==> src/tdp_pkg.sv <==
package tdp_pkg;

   // Default operand width
   localparam int VALUE_BITS_DEF = 32;

   // Divisors for the multiple-of-two and multiple-of-three screen
   localparam int BASE_DIVISOR_A = 2;
   localparam int BASE_DIVISOR_B = 3;

   // Trial divisor sequence 6k-1 / 6k+1
   localparam int FIRST_DIVISOR  = 5;
   localparam int DIVISOR_STRIDE = 6;
   localparam int PAIR_OFFSET    = 2;

   // Running square of the divisor: (d+6)^2 = d^2 + 12d + 36
   localparam int FIRST_SQUARE   = FIRST_DIVISOR * FIRST_DIVISOR;
   localparam int SQUARE_STEP    = DIVISOR_STRIDE * DIVISOR_STRIDE;

   typedef enum logic [2:0] {
      ST_IDLE,
      ST_BASE_WAIT,
      ST_BOUND,
      ST_PAIR_WAIT,
      ST_EMIT
   } ctrl_state_type;

   // Commands from the controller to the datapath
   typedef struct packed {
      logic load;
      logic start_pair;
      logic step;
      logic set_verdict;
      logic verdict;
      logic emit;
   } cmd_type;

   // Status from the datapath to the controller
   typedef struct packed {
      logic rem_done;
      logic trivial;
      logic small_prime;
      logic divides;
      logic bound_ok;
      logic out_free;
   } status_type;

endpackage

==> src/tdp_rem.sv <==
module tdp_rem #(
   parameter int VALUE_BITS = tdp_pkg::VALUE_BITS_DEF
) (
   input  logic                  clock,
   input  logic                  reset,
   input  logic                  start,
   input  logic [VALUE_BITS-1:0] dividend,
   input  logic [VALUE_BITS-1:0] divisor,
   output logic                  busy,
   output logic                  rem_zero
);

   localparam int CNT_BITS = $clog2(VALUE_BITS);

   logic                  busy_ff, busy_in;
   logic [CNT_BITS-1:0]   cnt_ff, cnt_in;
   logic [VALUE_BITS-1:0] dvd_ff, dvd_in;
   logic [VALUE_BITS-1:0] div_ff, div_in;
   logic [VALUE_BITS-1:0] rem_ff, rem_in;

   logic [VALUE_BITS:0]   shifted;
   logic [VALUE_BITS:0]   diff;
   logic                  fits;

   // Bring down the next dividend bit and trial-subtract the divisor
   always_comb begin
      shifted = {rem_ff, dvd_ff[VALUE_BITS-1]};
      diff    = shifted - {1'b0, div_ff};
      fits    = shifted >= {1'b0, div_ff};
   end

   // Restoring remainder, one bit per cycle
   always_comb begin
      busy_in = busy_ff;
      cnt_in  = cnt_ff;
      dvd_in  = dvd_ff;
      div_in  = div_ff;
      rem_in  = rem_ff;
      if (start) begin
         busy_in = 1'b1;
         cnt_in  = CNT_BITS'(VALUE_BITS - 1);
         dvd_in  = dividend;
         div_in  = divisor;
         rem_in  = '0;
      end else if (busy_ff) begin
         rem_in = fits ? diff[VALUE_BITS-1:0] : shifted[VALUE_BITS-1:0];
         dvd_in = {dvd_ff[VALUE_BITS-2:0], 1'b0};
         if (cnt_ff == '0) begin
            busy_in = 1'b0;
         end else begin
            cnt_in = cnt_ff - 1'b1;
         end
      end
   end

   always_ff @(posedge clock) begin
      if (reset) begin
         busy_ff <= 1'b0;
      end else begin
         busy_ff <= busy_in;
      end
   end

   always_ff @(posedge clock) begin
      cnt_ff <= cnt_in;
      dvd_ff <= dvd_in;
      div_ff <= div_in;
      rem_ff <= rem_in;
   end

   assign busy     = busy_ff;
   assign rem_zero = (rem_ff == '0);

endmodule

==> src/tdp_dpath.sv <==
module tdp_dpath #(
   parameter int VALUE_BITS = tdp_pkg::VALUE_BITS_DEF
) (
   input  logic                  clock,
   input  logic                  reset,
   input  tdp_pkg::cmd_type      cmd,
   output tdp_pkg::status_type   status,
   input  logic [VALUE_BITS-1:0] req_candidate,
   output logic                  rsp_valid,
   input  logic                  rsp_stall,
   output logic [VALUE_BITS-1:0] rsp_tested_value,
   output logic                  rsp_prime_flag
);

   localparam int SQ_BITS = VALUE_BITS + 2;

   logic [VALUE_BITS-1:0] n_ff, n_in;
   logic [VALUE_BITS-1:0] d_ff, d_in;
   logic [SQ_BITS-1:0]    sq_ff, sq_in;
   logic                  verdict_ff, verdict_in;
   logic                  out_valid_ff, out_valid_in;
   logic [VALUE_BITS-1:0] out_value_ff, out_value_in;
   logic                  out_flag_ff, out_flag_in;

   logic [SQ_BITS-1:0]    d_wide;
   logic                  rem_start;
   logic [VALUE_BITS-1:0] dividend;
   logic [VALUE_BITS-1:0] div_a, div_b;
   logic                  busy_a, busy_b;
   logic                  zero_a, zero_b;
   logic                  out_free;

   // Pick operands for the two remainder units
   always_comb begin
      rem_start = cmd.load | cmd.start_pair;
      dividend  = cmd.load ? req_candidate : n_ff;
      div_a     = cmd.load ? VALUE_BITS'(tdp_pkg::BASE_DIVISOR_A) : d_ff;
      div_b     = cmd.load ? VALUE_BITS'(tdp_pkg::BASE_DIVISOR_B)
                           : d_ff + VALUE_BITS'(tdp_pkg::PAIR_OFFSET);
   end

   tdp_rem #(.VALUE_BITS(VALUE_BITS)) u_rem_a (
      .clock    (clock),
      .reset    (reset),
      .start    (rem_start),
      .dividend (dividend),
      .divisor  (div_a),
      .busy     (busy_a),
      .rem_zero (zero_a)
   );

   tdp_rem #(.VALUE_BITS(VALUE_BITS)) u_rem_b (
      .clock    (clock),
      .reset    (reset),
      .start    (rem_start),
      .dividend (dividend),
      .divisor  (div_b),
      .busy     (busy_b),
      .rem_zero (zero_b)
   );

   // Candidate, divisor and running square
   always_comb begin
      d_wide = {2'b00, d_ff};
      n_in   = n_ff;
      d_in   = d_ff;
      sq_in  = sq_ff;
      if (cmd.load) begin
         n_in  = req_candidate;
         d_in  = VALUE_BITS'(tdp_pkg::FIRST_DIVISOR);
         sq_in = SQ_BITS'(tdp_pkg::FIRST_SQUARE);
      end else if (cmd.step) begin
         d_in  = d_ff + VALUE_BITS'(tdp_pkg::DIVISOR_STRIDE);
         sq_in = sq_ff + (d_wide << 3) + (d_wide << 2) + SQ_BITS'(tdp_pkg::SQUARE_STEP);
      end
   end

   // Hold the verdict until it is handed to the output register
   always_comb begin
      verdict_in = cmd.set_verdict ? cmd.verdict : verdict_ff;
   end

   // Output register: free when empty or when its transaction completes
   always_comb begin
      out_free     = !out_valid_ff || !rsp_stall;
      out_valid_in = out_valid_ff && rsp_stall;
      out_value_in = out_value_ff;
      out_flag_in  = out_flag_ff;
      if (cmd.emit) begin
         out_valid_in = 1'b1;
         out_value_in = n_ff;
         out_flag_in  = verdict_ff;
      end
   end

   always_ff @(posedge clock) begin
      if (reset) begin
         out_valid_ff <= 1'b0;
      end else begin
         out_valid_ff <= out_valid_in;
      end
   end

   always_ff @(posedge clock) begin
      n_ff         <= n_in;
      d_ff         <= d_in;
      sq_ff        <= sq_in;
      verdict_ff   <= verdict_in;
      out_value_ff <= out_value_in;
      out_flag_ff  <= out_flag_in;
   end

   // Report to the controller
   always_comb begin
      status.rem_done    = !busy_a && !busy_b;
      status.trivial     = (n_ff >> 2) == '0;
      status.small_prime = n_ff[1];
      status.divides     = zero_a || zero_b;
      status.bound_ok    = sq_ff <= {2'b00, n_ff};
      status.out_free    = out_free;
   end

   assign rsp_valid        = out_valid_ff;
   assign rsp_tested_value = out_value_ff;
   assign rsp_prime_flag   = out_flag_ff;

endmodule

==> src/tdp_ctrl.sv <==
module tdp_ctrl (
   input  logic                clock,
   input  logic                reset,
   input  logic                req_valid,
   output logic                req_stall,
   input  tdp_pkg::status_type status,
   output tdp_pkg::cmd_type    cmd
);

   tdp_pkg::ctrl_state_type state_ff, state_in;

   // Next state
   always_comb begin
      state_in = state_ff;
      unique case (state_ff)
         tdp_pkg::ST_IDLE: begin
            if (req_valid) begin
               state_in = tdp_pkg::ST_BASE_WAIT;
            end
         end
         tdp_pkg::ST_BASE_WAIT: begin
            if (status.rem_done) begin
               if (status.trivial || status.divides) begin
                  state_in = tdp_pkg::ST_EMIT;
               end else begin
                  state_in = tdp_pkg::ST_BOUND;
               end
            end
         end
         tdp_pkg::ST_BOUND: begin
            if (status.bound_ok) begin
               state_in = tdp_pkg::ST_PAIR_WAIT;
            end else begin
               state_in = tdp_pkg::ST_EMIT;
            end
         end
         tdp_pkg::ST_PAIR_WAIT: begin
            if (status.rem_done) begin
               if (status.divides) begin
                  state_in = tdp_pkg::ST_EMIT;
               end else begin
                  state_in = tdp_pkg::ST_BOUND;
               end
            end
         end
         tdp_pkg::ST_EMIT: begin
            if (status.out_free) begin
               state_in = tdp_pkg::ST_IDLE;
            end
         end
         default: state_in = tdp_pkg::ST_IDLE;
      endcase
   end

   // Commands and input handshake
   always_comb begin
      cmd       = '0;
      req_stall = 1'b1;
      unique case (state_ff)
         tdp_pkg::ST_IDLE: begin
            req_stall = 1'b0;
            cmd.load  = req_valid;
         end
         tdp_pkg::ST_BASE_WAIT: begin
            if (status.rem_done) begin
               if (status.trivial) begin
                  cmd.set_verdict = 1'b1;
                  cmd.verdict     = status.small_prime;
               end else if (status.divides) begin
                  cmd.set_verdict = 1'b1;
                  cmd.verdict     = 1'b0;
               end
            end
         end
         tdp_pkg::ST_BOUND: begin
            if (status.bound_ok) begin
               cmd.start_pair = 1'b1;
            end else begin
               cmd.set_verdict = 1'b1;
               cmd.verdict     = 1'b1;
            end
         end
         tdp_pkg::ST_PAIR_WAIT: begin
            if (status.rem_done) begin
               if (status.divides) begin
                  cmd.set_verdict = 1'b1;
                  cmd.verdict     = 1'b0;
               end else begin
                  cmd.step = 1'b1;
               end
            end
         end
         tdp_pkg::ST_EMIT: begin
            cmd.emit = status.out_free;
         end
         default: begin
            cmd       = '0;
            req_stall = 1'b1;
         end
      endcase
   end

   always_ff @(posedge clock) begin
      if (reset) begin
         state_ff <= tdp_pkg::ST_IDLE;
      end else begin
         state_ff <= state_in;
      end
   end

endmodule

==> src/trial_division_primality_unit.sv <==
// Trial-division primality tester (6k-1 / 6k+1). Each candidate accepted on the req_
// channel yields one rsp_ transaction carrying the candidate unchanged and a prime flag.
// Two bit-serial remainder units work side by side. The load starts one pass screening
// for factors 2 and 3; each divisor pair d, d+2 then takes a bound check against a
// running square of d, the division and the read of the remainders. Pairs are tried
// while the square does not exceed the candidate; for 32-bit primes near the top of
// the range about 10900 pairs are tried. Candidates 0 to 3 and multiples of 2 or 3
// finish after the screening pass alone.
// One item is worked on at a time; a finished result sits in an output register, so the
// next candidate is taken while it waits to be collected.
module trial_division_primality_unit #(
   parameter int VALUE_BITS = tdp_pkg::VALUE_BITS_DEF
) (
   input  logic                  clock,
   input  logic                  reset,
   input  logic                  req_valid,
   output logic                  req_stall,
   input  logic [VALUE_BITS-1:0] req_candidate,
   output logic                  rsp_valid,
   input  logic                  rsp_stall,
   output logic [VALUE_BITS-1:0] rsp_tested_value,
   output logic                  rsp_prime_flag
);

   tdp_pkg::cmd_type    cmd;
   tdp_pkg::status_type status;

   // Sequence the test
   tdp_ctrl u_ctrl (
      .clock     (clock),
      .reset     (reset),
      .req_valid (req_valid),
      .req_stall (req_stall),
      .status    (status),
      .cmd       (cmd)
   );

   // Hold operands, divide and drive the result
   tdp_dpath #(.VALUE_BITS(VALUE_BITS)) u_dpath (
      .clock            (clock),
      .reset            (reset),
      .cmd              (cmd),
      .status           (status),
      .req_candidate    (req_candidate),
      .rsp_valid        (rsp_valid),
      .rsp_stall        (rsp_stall),
      .rsp_tested_value (rsp_tested_value),
      .rsp_prime_flag   (rsp_prime_flag)
   );

endmodule

==> config.mk <==
export PLATFORM = sky130hd
export DESIGN_NAME = trial_division_primality_unit
export DESIGN_NICKNAME = d
export VERILOG_FILES = /design/src/tdp_pkg.sv /design/src/tdp_rem.sv /design/src/tdp_dpath.sv /design/src/tdp_ctrl.sv /design/src/trial_division_primality_unit.sv
export SDC_FILE = /design/constraint.sdc
export NUM_CORES = 1
export LEC_CHECK = 0
export BUFFER_PORTS_ARGS = -buffer_cell sky130_fd_sc_hd__buf_2
export CORE_UTILIZATION = 50
export CTS_CLUSTER_SIZE = 16
export DETAILED_ROUTE_END_ITERATION = 12
export PLACE_DENSITY = 0.65
export SYNTH_ARGS = -nofsm -noshare
export SYNTH_HDL_FRONTEND = slang
export SYNTH_SLANG_ARGS = --single-unit
==> constraint.sdc <==
create_clock -name clock -period 4.2 [get_ports clock]
set_input_delay 0.42 -clock clock [delete_from_list [all_inputs] [get_ports clock]]
set_output_delay 0.42 -clock clock [all_outputs]
set_load 0.02 [all_outputs]
==> impl.org <==
** Die
- In this run the horizontal extent of the chip is 204.8 microns.
- Core outline area :: 0.04019 sq mm
- The die covers 0.04193 sq mm.
- The die is 204.8 microns tall.
- The initial utilization of the core area, before any placement, comes to 51.16%.
- The initialized floorplan defines 73 standard-cell rows.
- During I/O placement, the number of pins put on the boundary was 71.

** STA
- The tightest hold path in the finished design has a slack of 0.08732 ns.
- The count of final max-slew check failures is 0.
- Final critical delay including setup and external delays :: 4.012 ns
- Number of endpoints failing setup at the final stage :: 0
- RSZ-0062 raised after global routing :: yes
- Static timing analysis puts the maximum clock frequency at 249.3 MHz.
- Worst slew margin :: 22.00%
- After layout, the worst path uses 95.52% of the clock period.
- Setup clock skew after layout :: 0.02147 ns
- For the pin with the worst max-slew slack, the measured transition is 1.167 ns.
- The number of endpoints with negative hold slack in the final report is 0.

** Setup path
- For the worst flop-to-flop path, the logic depth is 15.
- Type of the worst setup path :: reg -> reg
- Crit path max fanout :: 7
- Among cell families on the critical path, the largest total delay comes from adder cells.
- Critical path launch point :: u_dpath.d_ff[1]
- The startpoint identified for the worst register-to-register timing path is u_dpath.d_ff[1].
- Capture instance of the worst register-to-register path :: u_dpath.sq_ff[33]
- Crit path arrival time :: 4.50 ns
- Traced cell by cell, the critical path runs through inv_1 -> ha_1 -> fa_1 -> inv_1 -> ha_1 -> fa_1 -> a21oi_1 -> o22ai_1 -> nand3_1 -> nand4_1 -> a221oi_2 -> o21ai_1 -> mux2_2 -> a211o_1 -> nand2_1.
- The slowest stage of the critical path is the fa_1 cell.
- The most critical setup path has its endpoint at u_dpath.sq_ff[33].
- In this design, the stage delay of the slowest critical-path cell is 0.49 ns.
- Together, buffers and inverters on the worst path number 2.
- Startpoint types :: flip-flop
- Critical Path Sink Type :: flip-flop
- WP depth :: 15
- For flop-to-flop paths, the worst setup slack is 0.19 ns.
- Required @ worst endpoint :: 4.69 ns

** Synthesis
- For this run, the register share of the synthesized area comes to 40.46%.
- After synthesis, the mean cell area works out to 9.166 sq um.
- Post-synth ARST share :: 0%
- Leading register cell type out of synthesis :: dfxtp_1
- Yosys cell types :: 85
- Number of enable-type register cells in the synthesized netlist :: 161
- Number of synthesized register bits :: 335
- Synth Cell Area :: 0.02056 sq mm
- Post-Syn Nets :: 2466
- Number of instances in the synthesized netlist :: 2243
- Number of warnings reported in the yosys synthesis log :: 0

** Placed design
- Routability-driven placement congestion ratio :: 0.8614
- Placed wire-length estimate :: 37050 microns
- Placed Cells incl. Taps :: 2771
- Number of port buffers :: 70
- After detailed placement, the total cell area comes to 0.02139 sq mm.

** Power
- Pwr dens :: 747.0 mW/mm^2
- Share of power burned in registers :: 32.1%
- Relative contribution of the clock network to total power :: 21.3%
- Combinational share of power :: 46.5%
- Leakage power :: 9.768 nW
- Maximum ir drop on the vdd rail :: 0.4837 mV
- Net switching power of the design :: 6.916 mW
- The internal power of the cells totals 10.09 mW.
- Fraction of power spent switching nets :: 40.67%
- Power comes to 17.01 mW.

** Run status
- Status :: finished, final reports clean

** Routing
- After the first detailed-routing iteration, the DRC count stood at 1100.
- Drc violations :: 0
- Number of optimization iterations in the first detailed-route pass :: 5
- ANT nets after route :: 0
- Detailed Route WL :: 50620 microns
- Dividing the detail-routed via count by the number of cells gives 5.722.
- Average wire length per cell after detail routing :: 17.81 microns
- The routed layout has 16270 vias.

** Global routing
- Pin count of the biggest net entering global routing :: 103
- Number of antenna violations at the first check in global routing :: 0
- Vias in the first global route :: 15540
- All-Layer GR Usage :: 24.64%
- Grt ovf :: 0
- The first global-routing pass estimated 82280 microns of wire.

** Clock tree
- Counting the buffers created by CTS gives 39.
- Post-CTS Setup Bufs :: 0
- TritonCTS built the clock tree.
- Clock-pin slew was measured on the worst setup and hold paths at 0.06 ns.
- The clock reaches the later pin of the worst-skew pair after 0.56 ns.
- H-tree Lvls :: 2
- The clock net in this run drives a total of 335 sinks.
- The clock passes through at most 3 buffers.
- The tree is rooted in a clkbuf_16.

** Finish
- Post-layout net count :: 2510
- Area growth syn-to-layout :: 10.72%
- Post-route cell area :: 0.02276 sq mm
- Of the cells placed in the final design, the portion with a size suffix greater than 1 is 8.499%.
- Count of fill cells added during filler insertion :: 3594
- Ant diodes :: 0
- Final std cells w/o fill :: 2843

** Worst hold path
- Worst Hold Class :: in -> reg
- The worst hold path was traced through 3 stages.

** Run
- The tool flagged a number of max-cap violations equal to 0.
## cells by family (layout without fill, tap and decap cells)
kind of cell               count (synthesis)  after routing  share of synthesized area (%)
DFF                                      335            335                          40.46
adders and majority gates                187            187                          12.55
buffers and inverters                    311            386                          5.958
and+or+nand+nor                          636            636                          15.07
AOI/OAI and AO/OA                        611            611                          18.77
muxes                                     39             39                          1.911
xor gates and xnor gates                 124            124                          5.282
## power groups by stage
stage	Combinational, mW	Sequential [mW]	Clock (mW)
6_report	7.91	5.47	3.63
3_5_place_dp	7.82	5.49	0
4_1_cts	7.88	5.45	3.70
2_1_floorplan	6.28	5.24	0
3_3_place_gp	7.65	5.49	0
5_1_grt	8.86	5.58	3.83
## cell usage in the layout, fill, tap and decap left out, types with 29 or more instances in the layout
cell type,Yosys,final
xnor2_1,99,99
fa_1,32,32
nand2_1,173,173
mux2i_1,37,37
a21oi_1,194,193
edfxtp_1,161,161
ha_1,155,155
o21ai_0,153,153
nand3_1,38,38
nand4_1,40,40
nor2_1,184,184
buf_2,19,70
dfxtp_1,174,171
inv_1,216,216
nor4_1,33,33
a21o_1,55,55
nor3_1,29,29
nand2b_1,40,40
o21a_1,68,68
clkbuf_16,0,40
## area by class of cell
| class | instances | area, sq um | share of cell area (%) |
|---|---|---|---|
| clock inverter | 26 | 341.6 | 1.500 |
| sequential | 335 | 8322 | 36.56 |
| tap | 525 | 656.9 | 2.886 |
| multi-input combinational | 1597 | 11040 | 48.50 |
| clock buffer | 46 | 1023 | 4.496 |
| timing repair buffer | 93 | 548.0 | 2.407 |
| inverter | 221 | 832.0 | 3.655 |
## synth_stat cells, types with 10 or more instances
cell	count	area (sq um)
o21ai_0	153	765.7
nand3b_1	10	75.07
xor2_1	25	219.0
nand2b_1	40	250.2
and3_1	22	137.6
inv_1	216	810.8
a21o_1	55	412.9
nor2_1	184	690.7
o21a_1	68	510.5
edfxtp_1	161	4835
mux2i_1	37	370.4
ha_1	155	1939
and2_1	19	118.9
nand4_1	40	250.2
nand2_1	173	649.4
o211ai_1	11	82.58
o21bai_1	11	82.58
nor3_1	29	145.1
clkbuf_1	60	225.2
xnor2_1	99	867.1
a211oi_1	24	180.2
nand3_1	38	190.2
or3_1	13	81.33
a31oi_1	20	125.1
a21oi_1	194	970.9
fa_1	32	640.6
buf_2	19	95.09
nor4_1	33	206.5
dfxtp_1	174	3483
nor2b_1	17	106.4
## through the flow
step	utilization [%]	setup WS, ns	setup TNS [ns]
global route	56.64	-0.04753	-0.04753
finish	56.64	0.1881	0
detailed placement	53.23	0.1858	0
CTS	56.63	0.1200	0
global placement	53.23	0.2561	0
floorplan	-	0.6015	0
## layer usage
layer	GRT usage [%]	vias up	routed length, microns
li1	-	8038	-
met1	35.06	7760	23860
met2	38.73	395	23030
met3	3.659	75	2591
met4	6.903	0	1145
met5	0	-	0
## worst reg2reg max path, cell delays in order (launching register included)
cell and delay, ns:
dfxtp_1 0.45, inv_1 0.15, ha_1 0.24, fa_1 0.49, inv_1 0.05, ha_1 0.24
fa_1 0.42, a21oi_1 0.19, o22ai_1 0.16, nand3_1 0.16, nand4_1 0.19, a221oi_2 0.39
o21ai_1 0.15, mux2_2 0.30, a211o_1 0.29, nand2_1 0.06
## state kept, by name, indices dropped and copies added, names as in the netlist
register                  cells
u_ctrl.state_ff               3
u_dpath.d_ff                 31
u_dpath.n_ff                 32
u_dpath.rsp_prime_flag        1
u_dpath.rsp_tested_value     32
u_dpath.rsp_valid             1
u_dpath.sq_ff                31
u_dpath.u_rem_a.busy          1
u_dpath.u_rem_a.cnt_ff        5
u_dpath.u_rem_a.div_ff       32
u_dpath.u_rem_a.dvd_ff       32
u_dpath.u_rem_a.rem_ff       32
u_dpath.u_rem_b.busy          1
u_dpath.u_rem_b.cnt_ff        5
u_dpath.u_rem_b.div_ff       31
u_dpath.u_rem_b.dvd_ff       32
u_dpath.u_rem_b.rem_ff       32
u_dpath.verdict_ff            1
## how the worst min path moves through the flow
stage | start | endpoint | slack [ns]
3_5_place_dp | u_dpath.verdict_ff | u_dpath.rsp_prime_flag | 0.40
4_1_cts | req_candidate[1] | u_dpath.n_ff[1] | 0.06
3_3_place_gp | u_dpath.verdict_ff | u_dpath.rsp_prime_flag | 0.41
2_1_floorplan | u_dpath.verdict_ff | u_dpath.rsp_prime_flag | 0.40
6_report | req_candidate[1] | u_dpath.n_ff[1] | 0.09
5_1_grt | req_candidate[6] | u_dpath.n_ff[6] | 0.08
## what timing repair did
action | CTS | global route
setup endpoints to repair | 0 | 3
gates resized for setup | 0 | 2
hold buffers | 0 | 0
(Power assumes the default switching activity.)
